`src/rtl/gnpa_pkg.sv`:
```
// Package with the sizes, payload structs and control structs of the nearest-pair assigner.
`default_nettype none

package gnpa_pkg;

    localparam int MAX_WORKERS   = 16;
    localparam int MAX_RESOURCES = 16;
    localparam int COORD_BITS    = 10;

    localparam int W_IDX_BITS   = (MAX_WORKERS > 1) ? $clog2(MAX_WORKERS) : 1;
    localparam int R_IDX_BITS   = (MAX_RESOURCES > 1) ? $clog2(MAX_RESOURCES) : 1;
    localparam int W_CNT_BITS   = $clog2(MAX_WORKERS + 1);
    localparam int R_CNT_BITS   = $clog2(MAX_RESOURCES + 1);
    localparam int DIST_BITS    = COORD_BITS + 1;
    localparam int OUT_IDX_BITS = 4;
    localparam int POINT_BITS   = 2 * COORD_BITS;

    typedef enum logic [1:0] {
        OP_LOAD_WORKER   = 2'd0,
        OP_LOAD_RESOURCE = 2'd1,
        OP_RUN           = 2'd2,
        OP_NONE          = 2'd3
    } opcode_t;

    typedef struct packed {
        logic [1:0]  opcode;
        logic [9:0]  x_coord;
        logic [9:0]  y_coord;
    } in_item_t;

    typedef struct packed {
        logic [3:0]  worker_index;
        logic [3:0]  resource_index;
        logic        has_resource;
        logic        last;
    } out_item_t;

    typedef struct packed {
        logic [COORD_BITS-1:0] x;
        logic [COORD_BITS-1:0] y;
    } point_t;

    // One candidate pair sent into the distance pipeline.
    typedef struct packed {
        logic                  valid;
        logic [W_IDX_BITS-1:0] w;
        logic [R_IDX_BITS-1:0] r;
    } probe_t;

    // Best pair found so far in the current round.
    typedef struct packed {
        logic                  found;
        logic [W_IDX_BITS-1:0] w;
        logic [R_IDX_BITS-1:0] r;
    } best_t;

endpackage

`default_nettype wire

```
`src/rtl/greedy_nearest_pair_assigner.sv`:
```
// Top level of the greedy nearest-pair assigner: sequencer, point stores and result register.
//
// Input channel s_valid/s_ready/s_payload carries load and run items; the result
// channel m_valid/m_ready/m_payload carries one result per loaded worker after a run.
// A load worker or load resource item gives no result; a load into a full store is
// dropped. An opcode of 3 is ignored. A run scans every worker/resource pair once
// per picked pair, one pair per cycle through the point memories and the distance
// pipeline; the single read port of each point memory sets the one-pair-per-cycle
// scan rate. Results leave in worker order, with last set on the final one.
// A run with no workers gives no result and empties the resource store as well.
// s_ready is low while a run is in progress. A result waits in the output register
// while m_ready is low, and the run holds until that transfer takes place; the
// transfer of the final result need not complete before the next load is taken.
// Reset (aresetn low at a clock edge) empties both stores and drops any result.
`default_nettype none

module greedy_nearest_pair_assigner
    import gnpa_pkg::*;
(
    input  wire logic      aclk,
    input  wire logic      aresetn,
    input  wire logic      s_valid,
    output logic           s_ready,
    input  wire in_item_t  s_payload,
    output logic           m_valid,
    input  wire logic      m_ready,
    output out_item_t      m_payload
);

    typedef enum logic [5:0] {
        S_IDLE  = 6'b000001,
        S_SCAN  = 6'b000010,
        S_DRAIN = 6'b000100,
        S_PICK  = 6'b001000,
        S_RD    = 6'b010000,
        S_LOAD  = 6'b100000
    } state_t;

    state_t                 state_reg, state_next;
    logic [W_CNT_BITS-1:0]  wcnt_reg, wcnt_next;
    logic [R_CNT_BITS-1:0]  rcnt_reg, rcnt_next;
    logic [W_CNT_BITS-1:0]  rounds_reg, rounds_next;
    logic [W_IDX_BITS-1:0]  w_reg, w_next;
    logic [R_IDX_BITS-1:0]  r_reg, r_next;
    logic [MAX_WORKERS-1:0]   wdone_reg, wdone_next;
    logic [MAX_RESOURCES-1:0] rtaken_reg, rtaken_next;
    logic                   m_valid_reg, m_valid_next;
    out_item_t              m_payload_reg, m_payload_next;

    logic      s_fire;
    logic      w_full, r_full;
    logic      w_last, r_last;
    logic      out_free;
    logic      pick_clear;
    logic      pick_busy;
    probe_t    probe;
    best_t     best;
    point_t    load_pt;
    point_t    worker_pt, resource_pt;
    logic      wram_we, rram_we, aram_we;
    logic [W_IDX_BITS-1:0] wram_raddr;
    logic [R_IDX_BITS-1:0] aram_rdata;
    logic [W_CNT_BITS-1:0] min_cnt;

    assign s_ready  = (state_reg == S_IDLE);
    assign s_fire   = s_valid && s_ready;
    assign w_full   = (wcnt_reg == W_CNT_BITS'(MAX_WORKERS));
    assign r_full   = (rcnt_reg == R_CNT_BITS'(MAX_RESOURCES));
    assign load_pt.x = COORD_BITS'(s_payload.x_coord);
    assign load_pt.y = COORD_BITS'(s_payload.y_coord);
    assign wram_we  = s_fire && (s_payload.opcode == OP_LOAD_WORKER) && !w_full;
    assign rram_we  = s_fire && (s_payload.opcode == OP_LOAD_RESOURCE) && !r_full;
    assign aram_we  = (state_reg == S_PICK) && best.found;
    assign w_last   = (W_CNT_BITS'(w_reg) + W_CNT_BITS'(1)) == wcnt_reg;
    assign r_last   = (R_CNT_BITS'(r_reg) + R_CNT_BITS'(1)) == rcnt_reg;
    assign out_free = !m_valid_reg || m_ready;
    assign min_cnt  = (W_CNT_BITS'(rcnt_reg) < wcnt_reg) ? W_CNT_BITS'(rcnt_reg)
                                                          : wcnt_reg;

    // The worker memory is shared by loading, scanning and nothing else; during
    // result output only the assignment memory, read at the same worker index, is used.
    assign wram_raddr = w_reg;

    assign probe.valid = (state_reg == S_SCAN) && !wdone_reg[w_reg] && !rtaken_reg[r_reg];
    assign probe.w     = w_reg;
    assign probe.r     = r_reg;

    gnpa_ram #(
        .WIDTH (POINT_BITS),
        .DEPTH (MAX_WORKERS)
    ) u_worker_ram (
        .aclk  (aclk),
        .we    (wram_we),
        .waddr (W_IDX_BITS'(wcnt_reg)),
        .wdata (load_pt),
        .raddr (wram_raddr),
        .rdata (worker_pt)
    );

    gnpa_ram #(
        .WIDTH (POINT_BITS),
        .DEPTH (MAX_RESOURCES)
    ) u_resource_ram (
        .aclk  (aclk),
        .we    (rram_we),
        .waddr (R_IDX_BITS'(rcnt_reg)),
        .wdata (load_pt),
        .raddr (r_reg),
        .rdata (resource_pt)
    );

    gnpa_ram #(
        .WIDTH (R_IDX_BITS),
        .DEPTH (MAX_WORKERS)
    ) u_assign_ram (
        .aclk  (aclk),
        .we    (aram_we),
        .waddr (best.w),
        .wdata (best.r),
        .raddr (w_reg),
        .rdata (aram_rdata)
    );

    gnpa_pick u_pick (
        .aclk        (aclk),
        .aresetn     (aresetn),
        .clear       (pick_clear),
        .probe       (probe),
        .worker_pt   (worker_pt),
        .resource_pt (resource_pt),
        .best        (best),
        .busy        (pick_busy)
    );

    always_comb begin
        state_next     = state_reg;
        wcnt_next      = wcnt_reg;
        rcnt_next      = rcnt_reg;
        rounds_next    = rounds_reg;
        w_next         = w_reg;
        r_next         = r_reg;
        wdone_next     = wdone_reg;
        rtaken_next    = rtaken_reg;
        pick_clear     = 1'b0;
        m_valid_next   = m_valid_reg && !m_ready;
        m_payload_next = m_payload_reg;

        case (state_reg)
            S_IDLE: begin
                w_next = '0;
                r_next = '0;
                if (wram_we) begin
                    wcnt_next = wcnt_reg + W_CNT_BITS'(1);
                end
                if (rram_we) begin
                    rcnt_next = rcnt_reg + R_CNT_BITS'(1);
                end
                if (s_fire && s_payload.opcode == OP_RUN) begin
                    wdone_next  = '0;
                    rtaken_next = '0;
                    pick_clear  = 1'b1;
                    rounds_next = min_cnt;
                    if (wcnt_reg == '0) begin
                        rcnt_next = '0;
                    end else if (min_cnt == '0) begin
                        state_next = S_RD;
                    end else begin
                        state_next = S_SCAN;
                    end
                end
            end
            S_SCAN: begin
                if (r_last) begin
                    r_next = '0;
                    if (w_last) begin
                        w_next     = '0;
                        state_next = S_DRAIN;
                    end else begin
                        w_next = w_reg + W_IDX_BITS'(1);
                    end
                end else begin
                    r_next = r_reg + R_IDX_BITS'(1);
                end
            end
            S_DRAIN: begin
                if (!pick_busy) begin
                    state_next = S_PICK;
                end
            end
            S_PICK: begin
                pick_clear = 1'b1;
                if (best.found) begin
                    wdone_next[best.w]  = 1'b1;
                    rtaken_next[best.r] = 1'b1;
                end
                rounds_next = rounds_reg - W_CNT_BITS'(1);
                if (!best.found || rounds_reg == W_CNT_BITS'(1)) begin
                    state_next = S_RD;
                end else begin
                    state_next = S_SCAN;
                end
            end
            S_RD: begin
                // The assignment memory is addressed by w_reg during this cycle.
                state_next = S_LOAD;
            end
            S_LOAD: begin
                if (out_free) begin
                    m_valid_next                  = 1'b1;
                    m_payload_next.worker_index   = OUT_IDX_BITS'(w_reg);
                    m_payload_next.has_resource   = wdone_reg[w_reg];
                    m_payload_next.resource_index = wdone_reg[w_reg]
                                                    ? OUT_IDX_BITS'(aram_rdata) : '0;
                    m_payload_next.last           = w_last;
                    if (w_last) begin
                        wcnt_next  = '0;
                        rcnt_next  = '0;
                        w_next     = '0;
                        state_next = S_IDLE;
                    end else begin
                        w_next     = w_reg + W_IDX_BITS'(1);
                        state_next = S_RD;
                    end
                end
            end
            default: begin
                state_next = S_IDLE;
            end
        endcase
    end

    always_ff @(posedge aclk) begin
        if (!aresetn) begin
            state_reg   <= S_IDLE;
            wcnt_reg    <= '0;
            rcnt_reg    <= '0;
            rounds_reg  <= '0;
            w_reg       <= '0;
            r_reg       <= '0;
            wdone_reg   <= '0;
            rtaken_reg  <= '0;
            m_valid_reg <= 1'b0;
        end else begin
            state_reg   <= state_next;
            wcnt_reg    <= wcnt_next;
            rcnt_reg    <= rcnt_next;
            rounds_reg  <= rounds_next;
            w_reg       <= w_next;
            r_reg       <= r_next;
            wdone_reg   <= wdone_next;
            rtaken_reg  <= rtaken_next;
            m_valid_reg <= m_valid_next;
        end
    end

    always_ff @(posedge aclk) begin
        m_payload_reg <= m_payload_next;
    end

    assign m_valid   = m_valid_reg;
    assign m_payload = m_payload_reg;

    // Every pick takes one worker and one resource together.
    a_pairs_match: assert property (@(posedge aclk) disable iff (!aresetn)
        $countones(wdone_reg) == $countones(rtaken_reg))
        else $error("worker and resource usage counts differ");

    // No pair may still be in the distance pipeline while new items are taken.
    a_idle_quiet: assert property (@(posedge aclk) disable iff (!aresetn)
        s_ready |-> !pick_busy)
        else $error("distance pipeline busy while idle");

    a_counts_bound: assert property (@(posedge aclk) disable iff (!aresetn)
        (wcnt_reg <= W_CNT_BITS'(MAX_WORKERS)) && (rcnt_reg <= R_CNT_BITS'(MAX_RESOURCES)))
        else $error("point count beyond capacity");

    // A pick is only made from a completed scan.
    a_pick_after_drain: assert property (@(posedge aclk) disable iff (!aresetn)
        (state_reg == S_PICK) |-> $past(state_reg == S_DRAIN))
        else $error("pick without a drained scan");

endmodule

`default_nettype wire

```
`src/rtl/gnpa_ram.sv`:
```
// Generic single-write, single-read synchronous RAM with a registered read.
`default_nettype none

module gnpa_ram #(
    parameter  int WIDTH     = 8,
    parameter  int DEPTH     = 16,
    localparam int ADDR_BITS = (DEPTH > 1) ? $clog2(DEPTH) : 1
) (
    input  wire logic                  aclk,
    input  wire logic                  we,
    input  wire logic [ADDR_BITS-1:0]  waddr,
    input  wire logic [WIDTH-1:0]      wdata,
    input  wire logic [ADDR_BITS-1:0]  raddr,
    output logic      [WIDTH-1:0]      rdata
);

    logic [WIDTH-1:0] mem [DEPTH];
    logic [WIDTH-1:0] rdata_reg;

    always_ff @(posedge aclk) begin
        if (we) begin
            mem[waddr] <= wdata;
        end
        rdata_reg <= mem[raddr];
    end

    assign rdata = rdata_reg;

endmodule

`default_nettype wire

```
`src/rtl/gnpa_pick.sv`:
```
// Distance pipeline and running minimum over the candidate pairs of one round.
`default_nettype none

module gnpa_pick
    import gnpa_pkg::*;
(
    input  wire logic   aclk,
    input  wire logic   aresetn,
    input  wire logic   clear,
    input  wire probe_t probe,
    input  wire point_t worker_pt,
    input  wire point_t resource_pt,
    output best_t       best,
    output logic        busy
);

    probe_t                 tag0_reg;
    probe_t                 tag1_reg;
    logic [DIST_BITS-1:0]   dist_reg;
    logic [DIST_BITS-1:0]   dist_next;
    logic [COORD_BITS-1:0]  dx;
    logic [COORD_BITS-1:0]  dy;
    logic                   found_reg;
    logic [DIST_BITS-1:0]   best_d_reg;
    logic [W_IDX_BITS-1:0]  best_w_reg;
    logic [R_IDX_BITS-1:0]  best_r_reg;
    logic                   take;

    always_comb begin
        dx = (worker_pt.x > resource_pt.x) ? worker_pt.x - resource_pt.x
                                           : resource_pt.x - worker_pt.x;
        dy = (worker_pt.y > resource_pt.y) ? worker_pt.y - resource_pt.y
                                           : resource_pt.y - worker_pt.y;
        dist_next = DIST_BITS'(dx) + DIST_BITS'(dy);
    end

    // Pairs arrive in worker-major order, so a strict compare keeps the
    // lowest worker index, then the lowest resource index, on a tie.
    assign take = tag1_reg.valid && (!found_reg || dist_reg < best_d_reg);

    always_ff @(posedge aclk) begin
        if (!aresetn) begin
            tag0_reg  <= '0;
            tag1_reg  <= '0;
            found_reg <= 1'b0;
        end else begin
            tag0_reg <= probe;
            tag1_reg <= tag0_reg;
            if (clear) begin
                found_reg <= 1'b0;
            end else if (take) begin
                found_reg <= 1'b1;
            end
        end
    end

    always_ff @(posedge aclk) begin
        dist_reg <= dist_next;
        if (take) begin
            best_d_reg <= dist_reg;
            best_w_reg <= tag1_reg.w;
            best_r_reg <= tag1_reg.r;
        end
    end

    assign best.found = found_reg;
    assign best.w     = best_w_reg;
    assign best.r     = best_r_reg;
    assign busy       = tag0_reg.valid | tag1_reg.valid;

endmodule

`default_nettype wire

```
`config.mk`:
```
export PLATFORM = sky130hd
export DESIGN_NAME = greedy_nearest_pair_assigner
export DESIGN_NICKNAME = d
export VERILOG_FILES = /design/src/rtl/gnpa_pkg.sv /design/src/rtl/greedy_nearest_pair_assigner.sv /design/src/rtl/gnpa_ram.sv /design/src/rtl/gnpa_pick.sv
export SDC_FILE = /design/constraint.sdc
export NUM_CORES = 1
export LEC_CHECK = 0
export BUFFER_PORTS_ARGS = -buffer_cell sky130_fd_sc_hd__buf_2
export CELL_PAD_IN_SITES_DETAIL_PLACEMENT = 1
export CELL_PAD_IN_SITES_GLOBAL_PLACEMENT = 1
export CORE_MARGIN = 1
export CORE_UTILIZATION = 50
export CTS_BUF_LIST = sky130_fd_sc_hd__clkbuf_2
export DETAILED_ROUTE_END_ITERATION = 10
export PLACE_DENSITY = 0.73
export SKIP_LAST_GASP = 1
export SLEW_MARGIN = 20
export SYNTH_ARGS = -nofsm -noshare
export SYNTH_HDL_FRONTEND = slang
export SYNTH_SLANG_ARGS = --single-unit
```
`constraint.sdc`:
```
create_clock -name aclk -period 3.5 [get_ports aclk]
set_input_delay 0.7 -clock aclk [delete_from_list [all_inputs] [get_ports aclk]]
set_output_delay 0.7 -clock aclk [all_outputs]
set_load 0.02 [all_outputs]
```
### Word-level counts from Yosys, hierarchy flattened

Memory sizes are Yosys's and may differ from the RTL's. A register that Yosys moved wholly into a read port is not among the register bits.
Index checks and enable logic that the tools add are counted.

* reduce and logical (&&, ||, !) cells: 38
* muxes and demuxes: 52
* magnitude comparators: 10
* bitwise gates (word level): 4
* equality and inequality tests: 22
* add/sub/neg operators: 12

Operators by type and width (number)
* 16-bit one-hot mux with 2 select lines: 2
* 5-bit two-way mux: 11
* 16-bit two-way mux: 3
* 10-bit subtractor: 4
* 6-bit two-way mux: 6
* 6-bit one-hot mux with 6 select lines: 1
* 16-bit bitwise OR: 2
* 5-bit one-hot mux with 2 select lines: 3
* 10-bit > comparator: 2
* 4-bit by 5-bit < comparator with 1-bit output (second input constant): 4
* 10-bit two-way mux: 2
* 4-bit two-way mux: 4
* 1-bit logical AND: 13
* 1-bit two-way mux: 13
* 2-bit != test (second input constant): 6
* 4-bit one-hot mux with 3 select lines: 1
* 10-bit by 10-bit adder with 11-bit output: 1
* 11-bit < comparator: 1
* 4-bit by 1-bit adder with 5-bit output (second input constant): 2
* 5-bit by 1-bit adder with 5-bit output (second input constant): 2
* 5-bit == test: 2
* 5-bit == test (second input constant): 2
* 5-bit zero test: 2
* 3-bit AND reduction: 3
* 29 further kinds: 46

* register bits after elaboration: 121
* output and inout bits: 12
* memories: 3
* memory bits (writable): 704
* logic and storage cells: 165

Memories
* u_resource_ram.mem: words 16, width 20, read ports 1, clocked after Yosys merged registers in 1, write ports 1, RTL line gnpa_ram.sv:17 `logic [WIDTH-1:0] mem [DEPTH];`
* u_worker_ram.mem: words 16, width 20, read ports 1, clocked after Yosys merged registers in 1, write ports 1, RTL line gnpa_ram.sv:17
* u_assign_ram.mem: words 16, width 4, read ports 1, clocked after Yosys merged registers in 1, write ports 1, RTL line gnpa_ram.sv:17

### Depth between registers and ports, before layout

* depth after elaboration: 8
* depth in mapped cells: 20
* gate-level depth less buffers: 19

### Modules after synthesis

A second synthesis with hierarchy kept.

* cells, all modules: 2004
* area, all modules: 35129.9 µm²

By module, submodules not included
* gnpa_ram (u_resource_ram ...): seq. area each 10009.6 µm², area each 12530.8 µm², cells each 533, times used 2
* greedy_nearest_pair_assigner: seq. area each 1541.5 µm², area each 3706.1 µm², cells each 411, times used 1
* gnpa_pick: seq. area each 1171.1 µm², area each 3696.0 µm², cells each 397, times used 1
* gnpa_ram (u_assign_ram): seq. area each 2001.9 µm², area each 2666.3 µm², cells each 130, times used 1

### Worst setup path before layout

No wires, ideal clock.

* path kind: register to register
* from: reg u_resource_ram.rdata_reg[15] (netlist: u_resource_ram.rdata[15]), read port of u_resource_ram.mem
* to: reg u_pick.dist_reg[9]
* path slack: -395 ps
* buffers on the path: 2
* cell stages (with the launch flop): 20
* required time: 3428 ps
* library setup time: 72 ps
* period minus slack after synthesis: 3895 ps
* data arrival time: 3823 ps
* cells stage by stage: dfxtp_1 -> inv_1 -> ha_1 -> buf_2 -> and3_1 -> nand2_1 -> or4_1 -> o21a_1 -> a41o_1 -> buf_2 -> mux2_2 -> ha_1 -> a21o_1 -> a21oi_1 -> o21bai_1 -> a21oi_1 -> o21ai_0 -> a21o_1 -> a21oi_1 -> xnor2_1

* longest elaborated chain between the ends: 3
* elaborated cells between the ends (all ways): 5

RTL lines
* from (decl): RTL line gnpa_ram.sv:18 `logic [WIDTH-1:0] rdata_reg;`
* 10-bit subtractor (tied with other cells): RTL line gnpa_pick.sv:31 `: resource_pt.x - worker_pt.x;`
* 10-bit two-way mux *: RTL line gnpa_pick.sv:30 `dx = (worker_pt.x > resource_pt.x) ? worker_pt.x - resource_pt.x`
* 10-bit by 10-bit adder with 11-bit output *: RTL line gnpa_pick.sv:34 `dist_next = DIST_BITS'(dx) + DIST_BITS'(dy);`
* named net u_pick.dist_next[9]: RTL line gnpa_pick.sv:20 `logic [DIST_BITS-1:0] dist_next;`
* to (signal assigned): RTL line gnpa_pick.sv:58 `dist_reg <= dist_next;`
* to (decl): RTL line gnpa_pick.sv:19 `logic [DIST_BITS-1:0] dist_reg;`

The timed path passes the listed nets; every way through them passes the cells marked *.
A chain may end at the register's enable or synchronous reset.

### Worst setup path in the final report

* from: reg u_worker_ram.rdata_reg[0] (netlist: u_worker_ram.rdata[0]), read port of u_worker_ram.mem
* to: reg u_pick.dist_reg[9]

* longest elaborated chain between the ends: 3
* elaborated cells between the ends (all ways): 5

RTL lines
* from (decl): RTL line gnpa_ram.sv:18
* 10-bit subtractor (tied with other cells): RTL line gnpa_pick.sv:33 `: resource_pt.y - worker_pt.y;`
* 10-bit two-way mux *: RTL line gnpa_pick.sv:32 `dy = (worker_pt.y > resource_pt.y) ? worker_pt.y - resource_pt.y`
* 10-bit by 10-bit adder with 11-bit output *: RTL line gnpa_pick.sv:34
* named net u_pick.dist_next[9]: RTL line gnpa_pick.sv:20

Marked as above.

==> flow_summary.yaml <==
yosys:
  yosys_warnings: 0
  synth.area.top_cells: "edfxtp_1 63%, mux4_2 15%, dfxtp_1 7.8%"
  synth_cell_types: 67
  syn-num-nets: 1962
  syn_inst: 1857
  async_reset_ff_share_pct: 0
  synth_top_cell_area_share_pct: 63.4
  yosysTopAreaCell: "edfxtp_1"
  ys_ff_latch: 869
  avgSynthCellArea_sq_um: 18.7
  syn_area_sq_um: 34700
  ys_seq_area_share_pct: 71.3
  synth-main-ff-cell: "edfxtp_1"
  synth_edf_count: 733
route:
  dr.first_iter.drc_count: 1515
  wire_per_inst_um: 24.5
  routed_wl_um: 80200
  ant_nets: 0
  wl_met3_um: 4370
  via_per_inst: 5.65
  top_layer_used: "met4"
  drc: 0
  firstDrtPassIters: 7
  wl_met1_um: 33300
  vias: 18463
  met2WireLength_um: 41000
timing:
  hold_viol_final: 0
  hold_slack_ns: 0.337
  fin_ws_ns: -0.0729
  min_period_ns: 3.57
  max_freq_mhz: 280
  drv_slew: 0
  fin_tns_setup_ns: -0.100
  final.setup_skew_ns: 0.0912
  rsz0062_at_grt: "true"
  finalSetupViolCount: 3
  max_slew_margin_pct: 40.1
  worst_pin_slew_ns: 0.885
  timing.final.crit_share_pct: 102
global_route:
  grt_usage_pct: 23.4
  grt_max_degree: 104
  grt_pass1_vias: 20214
  grt_pass1_wl_um: 121000
  antenna_found_initial: 7
  grt_remaining_overflow: 0
place:
  dp_cells: 2838
  place_area_sq_um: 36700
  port_buffers: 37
  dp_slack_ns: -0.217
  dpl.hpwl_um: 47200
  gp_congestion: 0.800
die:
  die_w_um: 265
  initial_core_util_pct: 50.6
  core_area_sq_um: 68600
  die_y_um: 265
  num_rows: 96
  ios: 38
  fp.dieArea_sq_um: 70400
final_layout:
  drive_gt1_share_pct: 34.2
  fin_nets: 2273
  layout_commonest_cell: "edfxtp_1"
  layout_common_cells: "733 x edfxtp_1, 309 x clkbuf_2, 230 x mux4_2, 119 x dfxtp_1, 99 x buf_4"
  largestRegisters: "u_resource_ram.mem x320, u_worker_ram.mem x320, u_assign_ram.mem x64"
  fin_area_sq_um: 39400
  final_cells: 3270
  syn_to_final_growth_pct: 13.5
  post-route-util_pct: 57.4
setup_path:
  worstPathCellList: "inv_2 -> ha_4 -> inv_2 -> fa_2 -> a211oi_2 -> o21ai_1 -> a31oi_2 -> buf_4 -> buf_4 -> buf_4 -> buf_4 -> buf_4 -> buf_4 -> buf_4 -> buf_4 -> buf_4 -> buf_4 -> buf_4 -> nand2_2 -> o21ai_2 -> xnor2_2 -> ha_4 -> a21oi_2 -> xnor2_1"
  r2r-start: "u_worker_ram.rdata[0]$_DFF_P_"
  crit_buf_inv: 13
  critPathTopFamily: "buffers and inverters"
  path_class: "register to register"
  cpMostUsedCell: "buf_4"
  r2r_end: "u_pick.dist_reg[9]$_DFF_P_"
  critPathRequiredTime_ns: 4.80
  r2r_cells: 24
  cpMaxStageDelayCell: "dfxtp_2"
  crit_path_start_kind: "register"
  cp_data_arrival_time_ns: 4.88
  crit_path_max_incr_delay_ns: 0.36
  critPathMaxFanout: 3
  crit_path_end_kind: "register"
  reg2reg_slack_ns: -0.07
clocking:
  path_clk_slew_ns: 0.11
  cts_buffer_depth: 3
  cts_buffers: 207
  cts_root_buffer: "clkbuf_2"
  insertion_delay_ns: 1.43
  cts_tree: "done"
  h-tree-depth: 4
  clock-sinks: 869
run_status:
  outcome: "finished with violations"
  violations: "setup timing"
power_and_ir_drop:
  power_mw: 20.2
  p_per_area_nw_per_um2: 513
  p_leak_nw: 13.5
  ir_worst_vdd_uv: 463
min_path:
  holdPathStages: 2
  hold_end: "u_resource_ram.mem[6][2]$_DFFE_PP_"
  min_path_type: "input pin to register"
  holdCritStartpoint: "s_payload[2]"
job:
  drv_cap: 0
## what timing repair did
item / CTS / global route
hold buffers: 30 / 0
gates cloned: 0 / 0
endpoints found under the setup margin: 6 / 7
resized for setup: 18 / 36
endpoints found under the hold margin: 705 / 0
setup buffers: 16 / 8
pin swaps: 20 / 18
## worst register-to-register path, cell delays in order, from the launching register on
cell and delay [ns]:
dfxtp_2 0.36, inv_2 0.05, ha_4 0.15, inv_2 0.06, fa_2 0.21, a211oi_2 0.08, o21ai_1 0.17, a31oi_2 0.15
buf_4 0.16, buf_4 0.13, buf_4 0.12, buf_4 0.12, buf_4 0.12, buf_4 0.12, buf_4 0.12, buf_4 0.12
buf_4 0.12, buf_4 0.13, buf_4 0.13, nand2_2 0.06, o21ai_2 0.06, xnor2_2 0.26, ha_4 0.26, a21oi_2 0.16
xnor2_1 0.12
## power breakdown
group	total (mW)	internal [mW]	switching (mW)
logic	2.10	1.00	1.10
registers	11.5	11.4	0.110
clock network	6.63	2.62	4.01
total	20.2	15.0	5.22
## cell usage after synthesis, types with 9 or more instances
cell and count:
edfxtp_1 733, mux4_2 230, dfxtp_1 136, nor2_1 94, inv_1 82, ha_1 74
a21oi_1 72, clkbuf_1 46, and2_1 41, nand2_1 40, o21ai_0 31, xnor2_1 30
buf_1 20, mux2i_1 16, nor3_1 16, a21o_1 15, nand3_1 14, buf_2 13
nand2b_1 13, o21bai_1 12, nor2b_1 11, xor2_1 11, a31oi_1 9
## cells by family after synthesis
family	synth area share, %
xor+xnor	1.04
simple gates	3.98
buf+inv	1.82
flops	71.3
compound gates	3.36
fa+ha+maj	2.99
mux	15.5
## layer usage
metal  global-route usage [%]  up-vias
met5                        0        -
li1                         -     8116
met2                     39.3      555
met4                     7.81        0
met3                     5.18      128
met1                     30.4     9664
## how the worst max path moves through the flow
stage,from,to,slack (ns),cells after the start
6_report,u_worker_ram.rdata[0]$_DFF_P_,u_pick.dist_reg[9]$_DFF_P_,-0.07,24
5_1_grt,u_worker_ram.rdata[0]$_DFF_P_,u_pick.dist_reg[9]$_DFF_P_,-0.22,24
4_1_cts,u_worker_ram.rdata[0]$_DFF_P_,u_pick.dist_reg[8]$_DFF_P_,-0.1,20
3_5_place_dp,u_worker_ram.rdata[0]$_DFF_P_,u_pick.dist_reg[9]$_DFF_P_,-0.22,17
3_3_place_gp,u_worker_ram.rdata[0]$_DFF_P_,u_pick.dist_reg[9]$_DFF_P_,-0.08,17
2_1_floorplan,u_resource_ram.rdata[16]$_DFF_P_,u_pick.dist_reg[9]$_DFF_P_,-0.06,19
## layout make-up
class	count	area [sq um]
sequential	869	24800
antenna	4	10.0
inverter	82	308
fill	6260	29200
clock buffer	309	1550
multi-input combinational	826	9690
tap	931	1160
timing repair buffer	182	1520
clock inverter	67	382
(Power assumes the default switching activity.)
